==> src/design/ir_pulse_length_frame_encoder_top_defines.svh <==
// Assertion macros used by the top level of the pulse-length frame encoder.
`ifndef IR_PULSE_LENGTH_FRAME_ENCODER_TOP_DEFINES_SVH
`define IR_PULSE_LENGTH_FRAME_ENCODER_TOP_DEFINES_SVH

// Same-cycle implication, checked on clk and held off during rst.
`define IRPLFE_ASSERT_NOW(label, ante, cons) \
  label: assert property (@(posedge clk) disable iff (rst) (ante) |-> (cons)) \
    else $error("irplfe same-cycle check failed");

// Next-cycle implication, checked on clk and held off during rst.
`define IRPLFE_ASSERT_NEXT(label, ante, cons) \
  label: assert property (@(posedge clk) disable iff (rst) (ante) |=> (cons)) \
    else $error("irplfe next-cycle check failed");

`endif

==> src/design/irplfe_pkg.sv <==
// Types and constants of the pulse-length frame encoder.
`default_nettype none
package irplfe_pkg;

  typedef struct packed {
    logic [2:0] cmd;
    logic [8:0] payload;
  } in_item_t;

  typedef struct packed {
    logic       is_mark;
    logic [4:0] duration_ms;
    logic       last;
  } out_item_t;

  // Classified request as it travels from the front to the back.
  typedef struct packed {
    logic       has_header;
    logic       long_mark2;
    logic       tag_gap;
    logic [3:0] top_bit;
    logic [8:0] value;
  } frame_desc_t;

  // Queue status seen by the front and the back.
  typedef struct packed {
    logic not_empty;
    logic full;
  } q_status_t;

  localparam logic [2:0] CMD_PACKET   = 3'd0;
  localparam logic [2:0] CMD_DATA     = 3'd1;
  localparam logic [2:0] CMD_CHECKSUM = 3'd2;
  localparam logic [2:0] CMD_TAG      = 3'd3;
  localparam logic [2:0] CMD_BEACON   = 3'd4;
  localparam logic [2:0] CMD_LBEACON  = 3'd5;

  localparam logic [3:0] TOP_BIT_9 = 4'd8;
  localparam logic [3:0] TOP_BIT_8 = 4'd7;
  localparam logic [3:0] TOP_BIT_7 = 4'd6;
  localparam logic [3:0] TOP_BIT_5 = 4'd4;

  localparam logic [4:0] MS_HDR_MARK   = 5'd3;
  localparam logic [4:0] MS_HDR_SPACE  = 5'd6;
  localparam logic [4:0] MS_MARK2_LONG = 5'd6;
  localparam logic [4:0] MS_BIT_SPACE  = 5'd2;
  localparam logic [4:0] MS_BIT_MARK0  = 5'd1;
  localparam logic [4:0] MS_GAP_LONG   = 5'd25;
  localparam logic [4:0] MS_GAP_TAG    = 5'd5;

endpackage
`default_nettype wire

==> src/design/ir_pulse_length_frame_encoder_top.sv <==
// Top level of the infrared pulse-length frame encoder.
`default_nettype none
// Usage:
//   Input channel in_valid / in_ready / in_data carries one message request
//   (type and 9-bit value). Output channel out_valid / out_ready / out_data
//   carries one mark or space segment per request moved.
//   A message becomes 3 header segments, two segments per sent bit and one
//   trailing gap flagged by last: 4 + 2 * bits segments, 22 at most, or a
//   single gap for an unused type.
//   With the block idle, an accepted message goes into the queue, then into
//   the sequencer state, and its first segment then into the output register.
//   Throughput: one segment per cycle from the back sequencer while the
//   receiver does not stall; the next message in the queue follows the
//   trailing gap without a bubble.
//   The front keeps accepting messages while the queue (QUEUE_DEPTH
//   entries, a power of two) has room, so a stalled receiver holds only
//   the output register and the sequencer; the front stalls once the
//   queue fills.
//   Reset (rst, synchronous) clears the running checksum to zero, empties
//   the queue and drops any partly sent frame.
module ir_pulse_length_frame_encoder_top #(
  parameter int QUEUE_DEPTH = 2
) (
  input  wire logic                  clk,
  input  wire logic                  rst,
  input  wire logic                  in_valid,
  output logic                       in_ready,
  input  wire irplfe_pkg::in_item_t  in_data,
  output logic                       out_valid,
  input  wire logic                  out_ready,
  output irplfe_pkg::out_item_t      out_data
);
  import irplfe_pkg::*;
  `include "ir_pulse_length_frame_encoder_top_defines.svh"

  frame_desc_t push_desc;
  frame_desc_t head_desc;
  q_status_t   q_status;
  logic        push;
  logic        pop;
  logic        mark_len_ok;

  // Classify each request and update the checksum at acceptance.
  irplfe_front u_front (
    .clk      (clk),
    .rst      (rst),
    .in_valid (in_valid),
    .in_ready (in_ready),
    .in_data  (in_data),
    .q_status (q_status),
    .push     (push),
    .desc     (push_desc)
  );

  // Hold classified requests until the sequencer is free.
  irplfe_queue #(
    .DEPTH (QUEUE_DEPTH)
  ) u_queue (
    .clk       (clk),
    .rst       (rst),
    .push      (push),
    .push_desc (push_desc),
    .pop       (pop),
    .head_desc (head_desc),
    .status    (q_status)
  );

  // Advance through the segments of each frame, one per cycle while the receiver does not stall.
  irplfe_back u_back (
    .clk       (clk),
    .rst       (rst),
    .q_status  (q_status),
    .head_desc (head_desc),
    .pop       (pop),
    .out_valid (out_valid),
    .out_ready (out_ready),
    .out_data  (out_data)
  );

  assign mark_len_ok = (out_data.duration_ms <= MS_MARK2_LONG) &&
                       (out_data.duration_ms != 5'd0);

  // The trailing gap is always a space.
  `IRPLFE_ASSERT_NOW(a_gap_is_space, out_valid && out_data.last, !out_data.is_mark)
  // Marks never exceed the long header mark.
  `IRPLFE_ASSERT_NOW(a_mark_len, out_valid && out_data.is_mark, mark_len_ok)
  // A push into a queue with no waiting entry makes it non-empty next cycle.
  `IRPLFE_ASSERT_NEXT(a_push_lands, push && !q_status.not_empty, q_status.not_empty || pop)

endmodule
`default_nettype wire

==> src/design/irplfe_front.sv <==
// Front: accepts requests, classifies them and keeps the running checksum.
`default_nettype none
module irplfe_front (
  input  wire logic                   clk,
  input  wire logic                   rst,
  input  wire logic                   in_valid,
  output logic                        in_ready,
  input  wire irplfe_pkg::in_item_t   in_data,
  input  wire irplfe_pkg::q_status_t  q_status,
  output logic                        push,
  output irplfe_pkg::frame_desc_t     desc
);
  import irplfe_pkg::*;

  logic [7:0] running_sum;
  logic [7:0] running_sum_next;

  assign in_ready = !q_status.full;
  assign push     = in_valid && in_ready;

  always_comb begin
    desc.has_header  = 1'b1;
    desc.long_mark2  = 1'b0;
    desc.tag_gap     = 1'b0;
    desc.top_bit     = TOP_BIT_9;
    desc.value       = in_data.payload;
    running_sum_next = running_sum;
    case (in_data.cmd)
      CMD_PACKET: begin
        running_sum_next = in_data.payload[7:0];
      end
      CMD_DATA: begin
        desc.top_bit     = TOP_BIT_8;
        running_sum_next = running_sum + in_data.payload[7:0];
      end
      CMD_CHECKSUM: begin
        desc.value = {1'b1, running_sum};
      end
      CMD_TAG: begin
        desc.top_bit = TOP_BIT_7;
        desc.tag_gap = 1'b1;
      end
      CMD_BEACON: begin
        desc.top_bit    = TOP_BIT_5;
        desc.long_mark2 = 1'b1;
      end
      CMD_LBEACON: begin
        desc.long_mark2 = 1'b1;
      end
      default: begin
        // unused type: gap only
        desc.has_header = 1'b0;
      end
    endcase
  end

  always_ff @(posedge clk) begin
    if (rst) begin
      running_sum <= 8'd0;
    end else if (push) begin
      running_sum <= running_sum_next;
    end
  end

endmodule
`default_nettype wire

==> src/design/irplfe_queue.sv <==
// Short descriptor queue between the front and the back.
`default_nettype none
module irplfe_queue #(
  parameter int DEPTH = 2
) (
  input  wire logic                     clk,
  input  wire logic                     rst,
  input  wire logic                     push,
  input  wire irplfe_pkg::frame_desc_t  push_desc,
  input  wire logic                     pop,
  output irplfe_pkg::frame_desc_t       head_desc,
  output irplfe_pkg::q_status_t         status
);
  import irplfe_pkg::*;

  localparam int PtrW = (DEPTH > 1) ? $clog2(DEPTH) : 1;
  localparam int CntW = $clog2(DEPTH + 1);

  frame_desc_t entries [DEPTH];
  logic [PtrW-1:0] wr_ptr;
  logic [PtrW-1:0] rd_ptr;
  logic [CntW-1:0] count;
  logic            do_push;
  logic            do_pop;

  assign status.not_empty = (count != '0);
  assign status.full      = (count == CntW'(DEPTH));
  assign do_push          = push && !status.full;
  assign do_pop           = pop && status.not_empty;
  assign head_desc        = entries[rd_ptr];

  always_ff @(posedge clk) begin
    if (do_push) begin
      entries[wr_ptr] <= push_desc;
    end
  end

  always_ff @(posedge clk) begin
    if (rst) begin
      wr_ptr <= '0;
      rd_ptr <= '0;
      count  <= '0;
    end else begin
      if (do_push) begin
        wr_ptr <= wr_ptr + 1'b1;
      end
      if (do_pop) begin
        rd_ptr <= rd_ptr + 1'b1;
      end
      if (do_push && !do_pop) begin
        count <= count + 1'b1;
      end else if (do_pop && !do_push) begin
        count <= count - 1'b1;
      end
    end
  end

endmodule
`default_nettype wire

==> src/design/irplfe_back.sv <==
// Back: segment sequencer and registered output stage.
`default_nettype none
module irplfe_back (
  input  wire logic                     clk,
  input  wire logic                     rst,
  input  wire irplfe_pkg::q_status_t    q_status,
  input  wire irplfe_pkg::frame_desc_t  head_desc,
  output logic                          pop,
  output logic                          out_valid,
  input  wire logic                     out_ready,
  output irplfe_pkg::out_item_t         out_data
);
  import irplfe_pkg::*;

  typedef enum logic [6:0] {
    S_IDLE = 7'b0000001,
    S_HDR0 = 7'b0000010,
    S_HDR1 = 7'b0000100,
    S_HDR2 = 7'b0001000,
    S_BSP  = 7'b0010000,
    S_BMK  = 7'b0100000,
    S_GAP  = 7'b1000000
  } seq_state_t;

  seq_state_t  state;
  seq_state_t  state_next;
  frame_desc_t cur;
  logic [3:0]  bit_idx;
  logic [3:0]  bit_idx_next;
  out_item_t   seg;
  logic        emit;
  logic        load;

  assign emit = (state != S_IDLE) && (!out_valid || out_ready);
  assign load = q_status.not_empty && ((state == S_IDLE) || (emit && state == S_GAP));
  assign pop  = load;

  always_comb begin
    seg.is_mark     = 1'b0;
    seg.duration_ms = MS_GAP_LONG;
    seg.last        = 1'b0;
    case (state)
      S_HDR0: begin
        seg.is_mark     = 1'b1;
        seg.duration_ms = MS_HDR_MARK;
      end
      S_HDR1: begin
        seg.duration_ms = MS_HDR_SPACE;
      end
      S_HDR2: begin
        seg.is_mark     = 1'b1;
        seg.duration_ms = cur.long_mark2 ? MS_MARK2_LONG : MS_HDR_MARK;
      end
      S_BSP: begin
        seg.duration_ms = MS_BIT_SPACE;
      end
      S_BMK: begin
        seg.is_mark     = 1'b1;
        seg.duration_ms = MS_BIT_MARK0 + {4'd0, cur.value[bit_idx]};
      end
      S_GAP: begin
        seg.duration_ms = cur.tag_gap ? MS_GAP_TAG : MS_GAP_LONG;
        seg.last        = 1'b1;
      end
      default: begin
        seg.duration_ms = MS_GAP_LONG;
      end
    endcase
  end

  always_comb begin
    state_next   = state;
    bit_idx_next = bit_idx;
    if (emit) begin
      case (state)
        S_HDR0:  state_next = S_HDR1;
        S_HDR1:  state_next = S_HDR2;
        S_HDR2:  state_next = S_BSP;
        S_BSP:   state_next = S_BMK;
        S_BMK: begin
          if (bit_idx == 4'd0) begin
            state_next = S_GAP;
          end else begin
            state_next   = S_BSP;
            bit_idx_next = bit_idx - 4'd1;
          end
        end
        S_GAP:   state_next = S_IDLE;
        default: state_next = S_IDLE;
      endcase
    end
    if (load) begin
      state_next   = head_desc.has_header ? S_HDR0 : S_GAP;
      bit_idx_next = head_desc.top_bit;
    end
  end

  always_ff @(posedge clk) begin
    if (rst) begin
      state     <= S_IDLE;
      out_valid <= 1'b0;
    end else begin
      state <= state_next;
      if (emit) begin
        out_valid <= 1'b1;
      end else if (out_ready) begin
        out_valid <= 1'b0;
      end
    end
  end

  always_ff @(posedge clk) begin
    bit_idx <= bit_idx_next;
    if (load) begin
      cur <= head_desc;
    end
    if (emit) begin
      out_data <= seg;
    end
  end

endmodule
`default_nettype wire

==> config.mk <==
export PLATFORM = sky130hd
export DESIGN_NAME = ir_pulse_length_frame_encoder_top
export DESIGN_NICKNAME = d
export VERILOG_FILES = /design/src/design/irplfe_pkg.sv /design/src/design/ir_pulse_length_frame_encoder_top.sv /design/src/design/irplfe_front.sv /design/src/design/irplfe_queue.sv /design/src/design/irplfe_back.sv
export VERILOG_INCLUDE_DIRS = /design/src /design/src/design
export SDC_FILE = /design/constraint.sdc
export NUM_CORES = 1
export LEC_CHECK = 0
export BUFFER_PORTS_ARGS = -buffer_cell sky130_fd_sc_hd__clkbuf_2
export CAP_MARGIN = 20
export CORE_ASPECT_RATIO = 1.1
export CORE_MARGIN = 2
export CORE_UTILIZATION = 41
export DETAILED_ROUTE_END_ITERATION = 10
export PLACE_DENSITY_LB_ADDON = 0.05
export SLEW_MARGIN = 20
export SYNTH_ARGS = -nofsm -noshare
export SYNTH_HDL_FRONTEND = slang
export SYNTH_SLANG_ARGS = --single-unit
==> constraint.sdc <==
create_clock -name clk -period 3.9 [get_ports clk]
set_input_delay 0.975 -clock clk [delete_from_list [all_inputs] [get_ports clk]]
set_output_delay 0.975 -clock clk [all_outputs]
set_load 0.01 [all_outputs]
Word level (Yosys, flattened, before mapping)
Memory sizes are Yosys's and may differ from the RTL's. A register that Yosys moved wholly into a read port is not among the register bits. Index checks and enable logic that the tools add are counted.

Memories kept: 1. Bits in writable memories: 32. Flip-flop bits (word level): 42. Bits of input ports: 16. Word-level logic and storage cells: 94.

Memory list: u_queue.entries (depth 2, bits a word 16, read ports 1, clocked after Yosys merged registers in 1, wr ports 1, line irplfe_queue.sv:19) `frame_desc_t entries [DEPTH];`.

Equality and inequality tests: 15. Add/subtract/negate cells: 7. Muxes and demuxes: 30. Reductions and logical operators: 27. Magnitude comparators: 1.

Operator list (count): $pmux W7 S5 (1); $pmux W5 S6 (1); $mux W7 (4); $mux W4 (4); $pmux W8 S2 (1); $mux W1 (12); $pmux W4 S3 (1); $reduce_bool A2 Y1 (6); $mux W9 (1); $add A8 B8 Y8 (1); $logic_and A1 B1 Y1 (8); $eq A7 B1 Y1 const B (1); $eq A7 B2 Y1 const B (1); $eq A7 B3 Y1 const B (1); $eq A7 B4 Y1 const B (1); $eq A7 B5 Y1 const B (1); $eq A7 B6 Y1 const B (1); $eq A7 B7 Y1 const B (1); $ne A7 B1 Y1 const B (1); $eq A3 B2 Y1 const B (2); $eq A3 B3 Y1 const B (2); $reduce_or A6 Y1 (1); $lt A4 B5 Y1 const B (1); $mux W5 (1); 19 further kinds (25).

Depth between registers and ports, before layout
Gate-level depths: netlist of run 1.

Depth after elaboration: 10. Depth in mapped cells: 9.

By module
From an unflattened synthesis of run 1, not the netlist that was laid out.

Cells, all modules: 321. Area, all modules: 3726.1 um2.

Modules (own cells, without submodules): irplfe_back (times used 1, area each 1522.7 um2, cells each 140); irplfe_queue (times used 1, area each 1371.3 um2, cells each 75); irplfe_front (times used 1, area each 832.0 um2, cells each 106).

Worst setup path after synthesis of run 1
OpenSTA, ideal clock, no wires.

Kind: input to register. Start point: input port in_data[3] (netlist bit). End point: register u_front.running_sum[7]. Stages on the path: 7. Library setup time: 0.095 ns. Path slack: 1.390 ns. Arrival: 2.415 ns. Cell sequence: ha_1 -> a21o_1 -> a21oi_1 -> nand2_1 -> o311ai_1 -> o21ai_0 -> a221oi_1.

Cells in the longest elaborated chain, start to end: 2.

RTL lines: start, declared (line ir_pulse_length_frame_encoder_top.sv:28) `input wire irplfe_pkg::in_item_t in_data,`; $add A8 B8 Y8 (line irplfe_front.sv:34) `running_sum_next = running_sum + in_data.payload[7:0];`; $pmux W8 S2 (line irplfe_front.sv:28) `case (in_data.cmd)`; end signal, assigned (line irplfe_front.sv:61) `running_sum <= running_sum_next;`; end, declared (line irplfe_front.sv:15) `logic [7:0] running_sum;`.

No other way between the ends. A chain may end at the register's enable or synchronous reset.

Worst setup path in the final report of run 1
Start point: register u_back.state[4]. End point: register u_queue.count[1].

Cells in the longest elaborated chain, start to end: 9. Elaborated cells on any way between the ends: 13.

RTL lines: start, declared (line irplfe_back.sv:25) `seq_state_t state;`; start signal, assigned (line irplfe_back.sv:103) `state <= state_next;`; $ne A7 B1 Y1 (line irplfe_back.sv:34) `assign emit = (state != S_IDLE) && (!out_valid || out_ready);`; $logic_and A1 B1 Y1 (line irplfe_back.sv:34); $logic_and A1 B1 Y1 (line irplfe_back.sv:35) `assign load = q_status.not_empty && ((state == S_IDLE) || (emit && state == S_GAP));`; $logic_or A1 B1 Y1 * (line irplfe_back.sv:35); $logic_and A1 B1 Y1 * (line irplfe_back.sv:35); $logic_and A1 B1 Y1 * (line irplfe_queue.sv:29) `assign do_pop = pop && status.not_empty;`; $logic_not A1 Y1 (line irplfe_queue.sv:50) `if (do_push && !do_pop) begin`; $logic_and A1 B1 Y1 (line irplfe_queue.sv:50); $mux W2 or $reduce_bool A2 Y1 (tied branches); end signal, assigned (line irplfe_queue.sv:51) `count <= count + 1'b1;`; end signal, assigned (line irplfe_queue.sv:53) `count <= count - 1'b1;`; end, declared (line irplfe_queue.sv:22) `logic [CntW-1:0] count;`.

Every way passes the cells marked *; elsewhere a longest branch is shown, timed or not.

==> impl_metrics.env, run 1 <==
export IMPL_outcome="finished, final reports clean"
export IMPL_antenna_left=0
export IMPL_via_count=2350
export IMPL_synth_nets=331
export IMPL_cts_tree="built"
export IMPL_cts_repair_resized=0
export IMPL_r2r_end="u_queue.count[1]"
export IMPL_final_setup_viol_count=0
export IMPL_crit_path_end_kind="register"
export IMPL_async_flop_share=0
export IMPL_synth_edf_count=53
export IMPL_post_cts_buffers=0
export IMPL_max_freq_mhz=386
export IMPL_final_hold_violation_count=0
export IMPL_ys_seq_elements=74
export IMPL_die_width_um=93.3
export IMPL_die_height_um=102
export IMPL_first_iter_violations=103
export IMPL_finalNetCount=355
export IMPL_grt_overflow_total=0
export IMPL_clock_latency_ns=0.34
export IMPL_start_util=0.426
export IMPL_synth_distinct_cells=52
export IMPL_synth_main_ff_cell="edfxtp_1"
export IMPL_grt_pass1_vias=2262
export IMPL_dp_final_hpwl_um=4910
export IMPL_syn2layout_area_growth_pct=10.2
export IMPL_holdCritStartpoint="u_front.running_sum[3]"
export IMPL_htreeDepth=3
export IMPL_min_period_ns=2.59
export IMPL_hold_path_class="reg -> reg"
export IMPL_critPathMaxStageDelay_ns=0.48
export IMPL_io_pins=25
export IMPL_clock_sinks=74
export IMPL_slew_viol_final=0
export IMPL_track_usage=0.155
export IMPL_worst_pin_slew_ns=0.866
export IMPL_rows=35
export IMPL_period_share=0.665
export IMPL_final_layout_size_suffix_gt1_frac=0.210
export IMPL_antenna_found_initial=0
export IMPL_core_area_sq_mm=0.00845
export IMPL_drc=0
export IMPL_cts_buffer_depth=2
export IMPL_leakage_nw=1.50
export IMPL_grt_pass1_wl_um=11300
export IMPL_syn_area_sq_mm=0.00360
export IMPL_hold_depth=2
export IMPL_first_pass_iters=5
export IMPL_ys_seq_area_frac=0.559
export IMPL_wl_per_cell_um=15.7
export IMPL_hold_buffers=0
export IMPL_r2r_slack_ns=1.31
export IMPL_cp_max_fo=22
export IMPL_whs_ns=0.476
export IMPL_maxCapViolations=0
export IMPL_syn_inst=304
export IMPL_die_area_sq_mm=0.00955
export IMPL_ir_worst_vdd_mv=0.292
export IMPL_cts_made_buffers=9
export IMPL_cp_start_kind="register"
export IMPL_crit_chain="or2_4, or4_4, nor2_4, buf_4, inv_4, ha_1, or3_1, a21oi_1"
export IMPL_viasPerCell=5.29
export IMPL_cp_slowest_cell="or4_4"
export IMPL_crit_arrival_ns=2.85
export IMPL_relSlewSlack=0.418
export IMPL_setup_tns_ns=0
export IMPL_grt_max_degree=23
export IMPL_pwr_density_cell_mw_per_mm2=658
export IMPL_timing_rr_start="u_back.state[4]"
export IMPL_gp_congestion=0.801
export IMPL_wl_um=6990
export IMPL_portBuffers=24
export IMPL_worstSetupPathType="reg -> reg"
export IMPL_clk_pin_slew_worst_paths_ns=0.07
export IMPL_diodes=0
export IMPL_synth_area_per_cell_sq_um=11.8
export IMPL_worstHoldEndpoint="u_front.running_sum[3]"
export IMPL_ys_warn_count=0
export IMPL_rsz0062_at_grt="no"
export IMPL_crit_required_ns=4.16
export IMPL_cts_root_buffer="clkbuf_8"
export IMPL_ff2ff_path_depth=8
export IMPL_fin_skew_ns=0.0128
==> sequential cells by signal, indices dropped and copies added, names as in the netlist, named ones only <==
name,flops
u_queue.wr_ptr,1
u_back.cur,11
u_back.state,7
u_queue.rd_ptr,1
u_front.running_sum,8
u_back.out_valid,1
u_back.out_data,6
u_queue.count,2
u_back.bit_idx,4
u_queue.entries,32
==> cell usage in the layout, fill, tap and decap left out, types with 10 or more instances in the layout <==
cell and instances:
ha_1 10, inv_1 14, o21ai_0 14, a21oi_1 20
nor2_1 17, mux2_2 19, dfxtp_1 21, edfxtp_1 53
mux2i_1 11, nor3_1 12, clkbuf_2 24, nand2_1 14
xor2_1 10
==> logic make-up after synthesis <==
family,synth area share
AOI/OAI and AO/OA,0.114
xor gates and xnor gates,0.0268
adders and majority gates,0.0403
buffers and inverters,0.0372
DFF,0.559
muxes,0.0900
and+or+nand+nor,0.133
==> critical path: cells and delay by family, from the launching register on <==
kind	cells	cell delay, ns
AO/OA/AOI/OAI	1	0.14
flip-flops	1	0.40
AND/OR/NAND/NOR	4	1.26
adder cells (fa/ha/maj)	1	0.34
buffers and inverters	2	0.38
==> routing by layer <==
layer  share of wire  vias up  track usage
met5               0        -            0
met4          0.0059        0       0.0645
met3           0.031        6       0.0221
met2            0.46       46        0.246
met1            0.50     1127        0.215
li1                -     1171            -
==> through the flow <==
stage | total power [mW] | setup WS [ns] | util | instance area, sq um | cells
global route | 2.79 | 1.17 | 0.469 | 3970 | 444
global placement | 2.14 | 1.10 | 0.450 | 3810 | 428
floorplan | 1.91 | 1.39 | - | 3600 | 304
detailed placement | 2.14 | 1.05 | 0.450 | 3810 | 428
finish | 2.61 | 1.31 | 0.469 | 3970 | 444
CTS | 2.64 | 1.31 | 0.469 | 3970 | 444
==> how the worst max path moves through the flow <==
| stage | start | end | slack (ns) | cells after the start |
|---|---|---|---|---|
| after global placement | out_ready | u_queue.count[1] | 1.10 | 10 |
| final | u_back.state[4] | u_queue.count[1] | 1.31 | 8 |
| after detailed placement | out_ready | u_queue.count[1] | 1.05 | 10 |
| after floorplan | in_data[3] | u_front.running_sum[7] | 1.39 | 7 |
| after CTS | u_back.state[4] | u_queue.count[1] | 1.31 | 8 |
| after global routing | u_back.state[4] | u_queue.count[1] | 1.17 | 8 |
==> where the power goes <==
part           internal, mW  switching (mW)  total (mW)
clock                 0.225           0.265       0.490
combinational         0.356           0.479       0.835
sequential             1.12           0.162        1.29
total                  1.70           0.905        2.61
==> layout make-up <==
cell class,instances,area (sq um)
inverters,15,58.8
clock buffers,10,128
fillers,794,4480
flip-flops and latches,74,2010
repair buffers,27,143
clock inverters,6,33.8
multi-input cells,201,1450
well taps,111,139
==> cells in the mapped netlist, types with 10 or more instances <==
| master | number | area share |
|---|---|---|
| a21oi_1 | 20 | 0.028 |
| dfxtp_1 | 21 | 0.12 |
| edfxtp_1 | 53 | 0.44 |
| ha_1 | 10 | 0.035 |
| inv_1 | 14 | 0.015 |
| mux2_2 | 19 | 0.059 |
| mux2i_1 | 11 | 0.031 |
| nand2_1 | 14 | 0.015 |
| nor2_1 | 17 | 0.018 |
| nor3_1 | 12 | 0.017 |
| o21ai_0 | 14 | 0.019 |
| xor2_1 | 10 | 0.024 |
Power figures use the tool's default switching activity.
==> inputs of run 2 (changes only) <==
==> constraint.sdc (replaced) <==
create_clock -name clk -period 2.3 [get_ports clk]
set_input_delay 0.575 -clock clk [delete_from_list [all_inputs] [get_ports clk]]
set_output_delay 0.575 -clock clk [all_outputs]
set_load 0.01 [all_outputs]
==> impl_metrics.env, run 2 (synthesized netlist as in run 1, its figures left out) <==
export IMPL_p_sw_mw=1.63
export IMPL_start_util=0.426
export IMPL_layout_common_cells="edfxtp_1 (53), clkbuf_2 (24), dfxtp_1 (21)"
export IMPL_grt_max_degree=23
export IMPL_die_width_um=93.3
export IMPL_worst_pin_slew_ns=0.548
export IMPL_leakage_nw=1.59
export IMPL_maxCapViolations=0
export IMPL_reg_top3="u_queue.entries: 32 flops, u_back.cur: 11 flops, u_front.running_sum: 8 flops"
export IMPL_final_common_cell="edfxtp_1"
export IMPL_track_usage=0.162
export IMPL_final_layout_size_suffix_gt1_frac=0.255
export IMPL_slew_viol_final=0
export IMPL_finalPower_mw=4.62
export IMPL_timing_rr_start="u_back.state[3]"
export IMPL_portBuffers=24
export IMPL_first_pass_iters=4
export IMPL_drc=0
export IMPL_cts_tree="built"
export IMPL_setup_tns_ns=0
export IMPL_rsz0062_at_grt="no"
export IMPL_largest_reg_flops=32
export IMPL_dpl_worst_slack_ns=-0.0883
export IMPL_holdCritStartpoint="u_front.running_sum[3]"
export IMPL_hold_path_class="reg -> reg"
export IMPL_final_setup_viol_count=0
export IMPL_wl_um=7010
export IMPL_min_period_ns=2.17
export IMPL_cts_buffer_depth=2
export IMPL_dp_cells=444
export IMPL_via_count=2401
export IMPL_crit_required_ns=2.57
export IMPL_viasPerCell=5.22
export IMPL_finalNetCount=371
export IMPL_crit_arrival_ns=2.45
export IMPL_cp_max_fo=5
export IMPL_cts_root_buffer="clkbuf_8"
export IMPL_die_area_sq_mm=0.00955
export IMPL_power_share_clock=0.203
export IMPL_period_share=0.945
export IMPL_ff2ff_path_depth=7
export IMPL_antenna_found_initial=0
export IMPL_relSlewSlack=0.635
export IMPL_largest_register="u_queue.entries"
export IMPL_wl_per_cell_um=15.2
export IMPL_fillers=801
export IMPL_fin_skew_ns=0.0109
export IMPL_max_freq_mhz=460
export IMPL_clk_pin_slew_worst_paths_ns=0.09
export IMPL_grt_pass1_vias=2282
export IMPL_antenna_left=0
export IMPL_grt_pass1_wl_um=11600
export IMPL_hold_depth=2
export IMPL_outcome="finished, final reports clean"
export IMPL_cts_repair_resized=0
export IMPL_ir_worst_vdd_mv=0.436
export IMPL_clock_sinks=74
export IMPL_grt_overflow_total=0
export IMPL_final_cells=460
export IMPL_cp_start_kind="register"
export IMPL_cts_made_buffers=9
export IMPL_power_frac_comb=0.346
export IMPL_crit_path_end_kind="register"
export IMPL_first_iter_violations=108
export IMPL_worstHoldEndpoint="u_front.running_sum[3]"
export IMPL_io_pins=25
export IMPL_r2r_slack_ns=0.13
export IMPL_core_area_sq_mm=0.00845
export IMPL_gp_congestion=0.813
export IMPL_r2r_end="u_queue.count[1]"
export IMPL_power_frac_seq=0.451
export IMPL_hold_buffers=0
export IMPL_final_hold_violation_count=0
export IMPL_clock_latency_ns=0.35
export IMPL_syn2layout_area_growth_pct=14.2
export IMPL_pwr_density_cell_mw_per_mm2=1120
export IMPL_swShare=0.352
export IMPL_worstSetupPathType="reg -> reg"
export IMPL_die_height_um=102
export IMPL_diodes=0
export IMPL_p_int_mw=2.99
export IMPL_htreeDepth=3
export IMPL_rows=35
export IMPL_post_cts_buffers=0
export IMPL_dp_final_hpwl_um=4850
export IMPL_fin_ws_ns=0.127
[run 2: worst max path at each step]
stage          depth (start not counted)             from                     end  slack, ns
3_5_place_dp                           8       in_data[3]  u_front.running_sum[7]      -0.09
4_1_cts                                7  u_back.state[3]        u_queue.count[1]       0.13
6_report                               7  u_back.state[3]        u_queue.count[1]       0.13
3_3_place_gp                           8       in_data[3]  u_front.running_sum[7]      0.007
5_1_grt                                7  u_back.state[3]        u_queue.count[1]       0.02
2_1_floorplan                          8  u_back.state[4]        u_queue.count[1]       0.08
[run 2: metrics by stage]
stage	cell area [sq um]	util	hold WS (ns)
after global placement	3930	0.465	0.460
after CTS	4110	0.486	0.478
after floorplan	3600	-	0.445
after detailed placement	3930	0.465	0.469
final	4110	0.486	0.480
after global routing	4110	0.486	0.491
[run 2: layout make-up]
type                    instances  area [sq um]  area share
flip-flops and latches         74          2010       0.489
multi-input cells             201          1450       0.354
repair buffers                 43           263      0.0639
well taps                     111           139      0.0338
clock buffers                   9           124      0.0301
clock inverters                 7          61.3      0.0149
inverters                      15          58.8      0.0143
[run 2: layer usage]
metal / vias up / track usage / wire length (um)
met5: - / 0 / 0
met4: 0 / 0.0747 / 29
met3: 2 / 0.0221 / 218
met2: 49 / 0.245 / 3250
met1: 1139 / 0.232 / 3510
li1: 1211 / - / -
[run 2: power groups by stage]
stage	logic (mW)	registers, mW	clock network, mW
floorplan	1.16	2.08	0
global route	1.79	2.13	1.02
global placement	1.61	2.12	0
detailed placement	1.61	2.12	0
CTS	1.62	2.09	0.971
finish	1.60	2.09	0.938
[run 2: critical path, cell delays in order, from the launching register on]
cell,delay [ns]
dfxtp_1,0.33
or2_4,0.26
or4_4,0.48
nor2_4,0.16
inv_4,0.04
ha_1,0.32
or3_1,0.37
a21oi_1,0.14
==> inputs of run 3 (changes only) <==
--- a/config.mk
+++ b/config.mk
@@ -8,7 +8,7 @@
 export LEC_CHECK = 0
 export BUFFER_PORTS_ARGS = -buffer_cell sky130_fd_sc_hd__clkbuf_2
 export CAP_MARGIN = 20
-export CORE_ASPECT_RATIO = 1.1
+export CORE_ASPECT_RATIO = 2
 export CORE_MARGIN = 2
 export CORE_UTILIZATION = 41
 export DETAILED_ROUTE_END_ITERATION = 10
==> impl_metrics.env, run 3 (synthesized netlist as in run 1, its figures left out) <==
export IMPL_first_pass_iters=4
export IMPL_clock_sinks=74
export IMPL_worstHoldEndpoint="u_front.running_sum[5]"
export IMPL_outcome="finished, final reports clean"
export IMPL_power_share_clock=0.274
export IMPL_final_common_cell="edfxtp_1"
export IMPL_die_height_um=137
export IMPL_power_frac_comb=0.317
export IMPL_cts_repair_resized=0
export IMPL_die_area_sq_mm=0.00959
export IMPL_reg_top3="u_queue.entries: 32 flops, u_back.cur: 11 flops, u_front.running_sum: 8 flops"
export IMPL_final_hold_violation_count=0
export IMPL_fillers=772
export IMPL_largest_reg_flops=32
export IMPL_start_util=0.419
export IMPL_htreeDepth=3
export IMPL_crit_arrival_ns=2.42
export IMPL_finalNetCount=376
export IMPL_worst_pin_slew_ns=0.599
export IMPL_cp_max_fo=5
export IMPL_whs_ns=0.477
export IMPL_hold_path_class="reg -> reg"
export IMPL_drc=0
export IMPL_p_sw_mw=1.63
export IMPL_r2r_slack_ns=0.13
export IMPL_grt_overflow_total=0
export IMPL_cts_root_buffer="clkbuf_16"
export IMPL_timing_rr_start="u_back.state[3]"
export IMPL_min_period_ns=2.17
export IMPL_largest_register="u_queue.entries"
export IMPL_grt_pass1_wl_um=12500
export IMPL_period_share=0.942
export IMPL_track_usage=0.176
export IMPL_maxUsedRoutingLayer="met4"
export IMPL_antenna_left=0
export IMPL_maxCapViolations=0
export IMPL_rows=48
export IMPL_wl_met3_um=193
export IMPL_cp_start_kind="register"
export IMPL_max_freq_mhz=461
export IMPL_ff2ff_path_depth=7
export IMPL_holdCritStartpoint="u_front.running_sum[5]"
export IMPL_gp_congestion=0.813
export IMPL_layout_common_cells="edfxtp_1 (53), clkbuf_2 (24), buf_4 (24)"
export IMPL_viasPerCell=5.43
export IMPL_final_setup_viol_count=0
export IMPL_rsz0062_at_grt="no"
export IMPL_cts_tree="built"
export IMPL_route_met2_wl_um=4610
export IMPL_post_cts_buffers=0
export IMPL_wl_per_cell_um=17.2
export IMPL_leakage_nw=1.67
export IMPL_wl_um=7830
export IMPL_first_iter_violations=98
export IMPL_cts_made_buffers=9
export IMPL_crit_required_ns=2.55
export IMPL_core_area_sq_mm=0.00859
export IMPL_clk_pin_slew_worst_paths_ns=0.06
export IMPL_p_int_mw=3.50
export IMPL_relSlewSlack=0.600
export IMPL_crit_path_end_kind="register"
export IMPL_wirelength_met1_um=2670
export IMPL_syn2layout_area_growth_pct=18.2
export IMPL_die_width_um=70.3
export IMPL_dp_cells=438
export IMPL_final_cells=454
export IMPL_grt_max_degree=23
export IMPL_hold_buffers=0
export IMPL_r2r_end="u_queue.count[1]"
export IMPL_clock_latency_ns=0.33
export IMPL_ir_worst_vdd_mv=0.460
export IMPL_final_layout_size_suffix_gt1_frac=0.263
export IMPL_swShare=0.318
export IMPL_cts_buffer_depth=2
export IMPL_slew_viol_final=0
export IMPL_dp_final_hpwl_um=5800
export IMPL_antenna_found_initial=0
export IMPL_worstSetupPathType="reg -> reg"
export IMPL_via_count=2465
export IMPL_diodes=0
export IMPL_portBuffers=24
export IMPL_io_pins=25
export IMPL_fin_skew_ns=0.00575
export IMPL_power_frac_seq=0.410
export IMPL_pwr_density_cell_mw_per_mm2=1210
export IMPL_hold_depth=2
export IMPL_grt_pass1_vias=2560
==> run 3: area by class of cell <==
cell class / instances / area, sq um / share of cell area
inverters: 15 / 58.8 / 0.0138
repair buffers: 48 / 300 / 0.0705
well taps: 100 / 125 / 0.0294
flip-flops and latches: 74 / 2010 / 0.473
multi-input cells: 201 / 1450 / 0.342
clock buffers: 12 / 256 / 0.0603
clock inverters: 4 / 50.0 / 0.0118
==> run 3: power groups by stage <==
stage | Combinational, mW | Clock, mW | Sequential, mW
after floorplan | 1.16 | 0 | 2.08
after global placement | 1.64 | 0 | 2.12
after detailed placement | 1.65 | 0 | 2.13
after CTS | 1.66 | 1.44 | 2.11
after global routing | 1.79 | 1.50 | 2.14
final | 1.62 | 1.40 | 2.10
==> run 3: layer usage <==
layer	global-route usage	vias up
li1	-	1225
met4	0.114	0
met2	0.350	49
met1	0.153	1167
met3	0.0309	24
met5	0	-
==> run 3: through the flow <==
| stage | worst slack [ns] | cell area, sq um | setup TNS [ns] | util | power, mW |
|---|---|---|---|---|---|
| floorplan | 0.0783 | 3600 | 0 | - | 3.24 |
| global placement | 0.0474 | 3950 | 0 | 0.460 | 3.77 |
| detailed placement | -0.0197 | 3950 | -0.0197 | 0.460 | 3.78 |
| CTS | 0.123 | 4260 | 0 | 0.496 | 5.20 |
| global route | 0.0355 | 4260 | 0 | 0.496 | 5.43 |
| finish | 0.133 | 4260 | 0 | 0.496 | 5.13 |
==> run 3: worst max-delay path: stages, from the launching register on <==
cell     delay, ns
dfxtp_1       0.31
or2_4         0.27
or4_4         0.49
nor2_4        0.16
inv_4         0.04
ha_1          0.32
or3_1         0.37
a21oi_1       0.13
==> run 3: worst max path at each step <==
stage,startpoint,endpoint,slack (ns),cells past startpoint
2_1_floorplan,u_back.state[4],u_queue.count[1],0.08,8
3_3_place_gp,in_data[3],u_front.running_sum[7],0.05,8
3_5_place_dp,in_data[3],u_front.running_sum[7],-0.02,8
4_1_cts,u_back.state[3],u_queue.count[1],0.12,7
5_1_grt,u_back.state[3],u_queue.count[1],0.04,7
6_report,u_back.state[3],u_queue.count[1],0.13,7
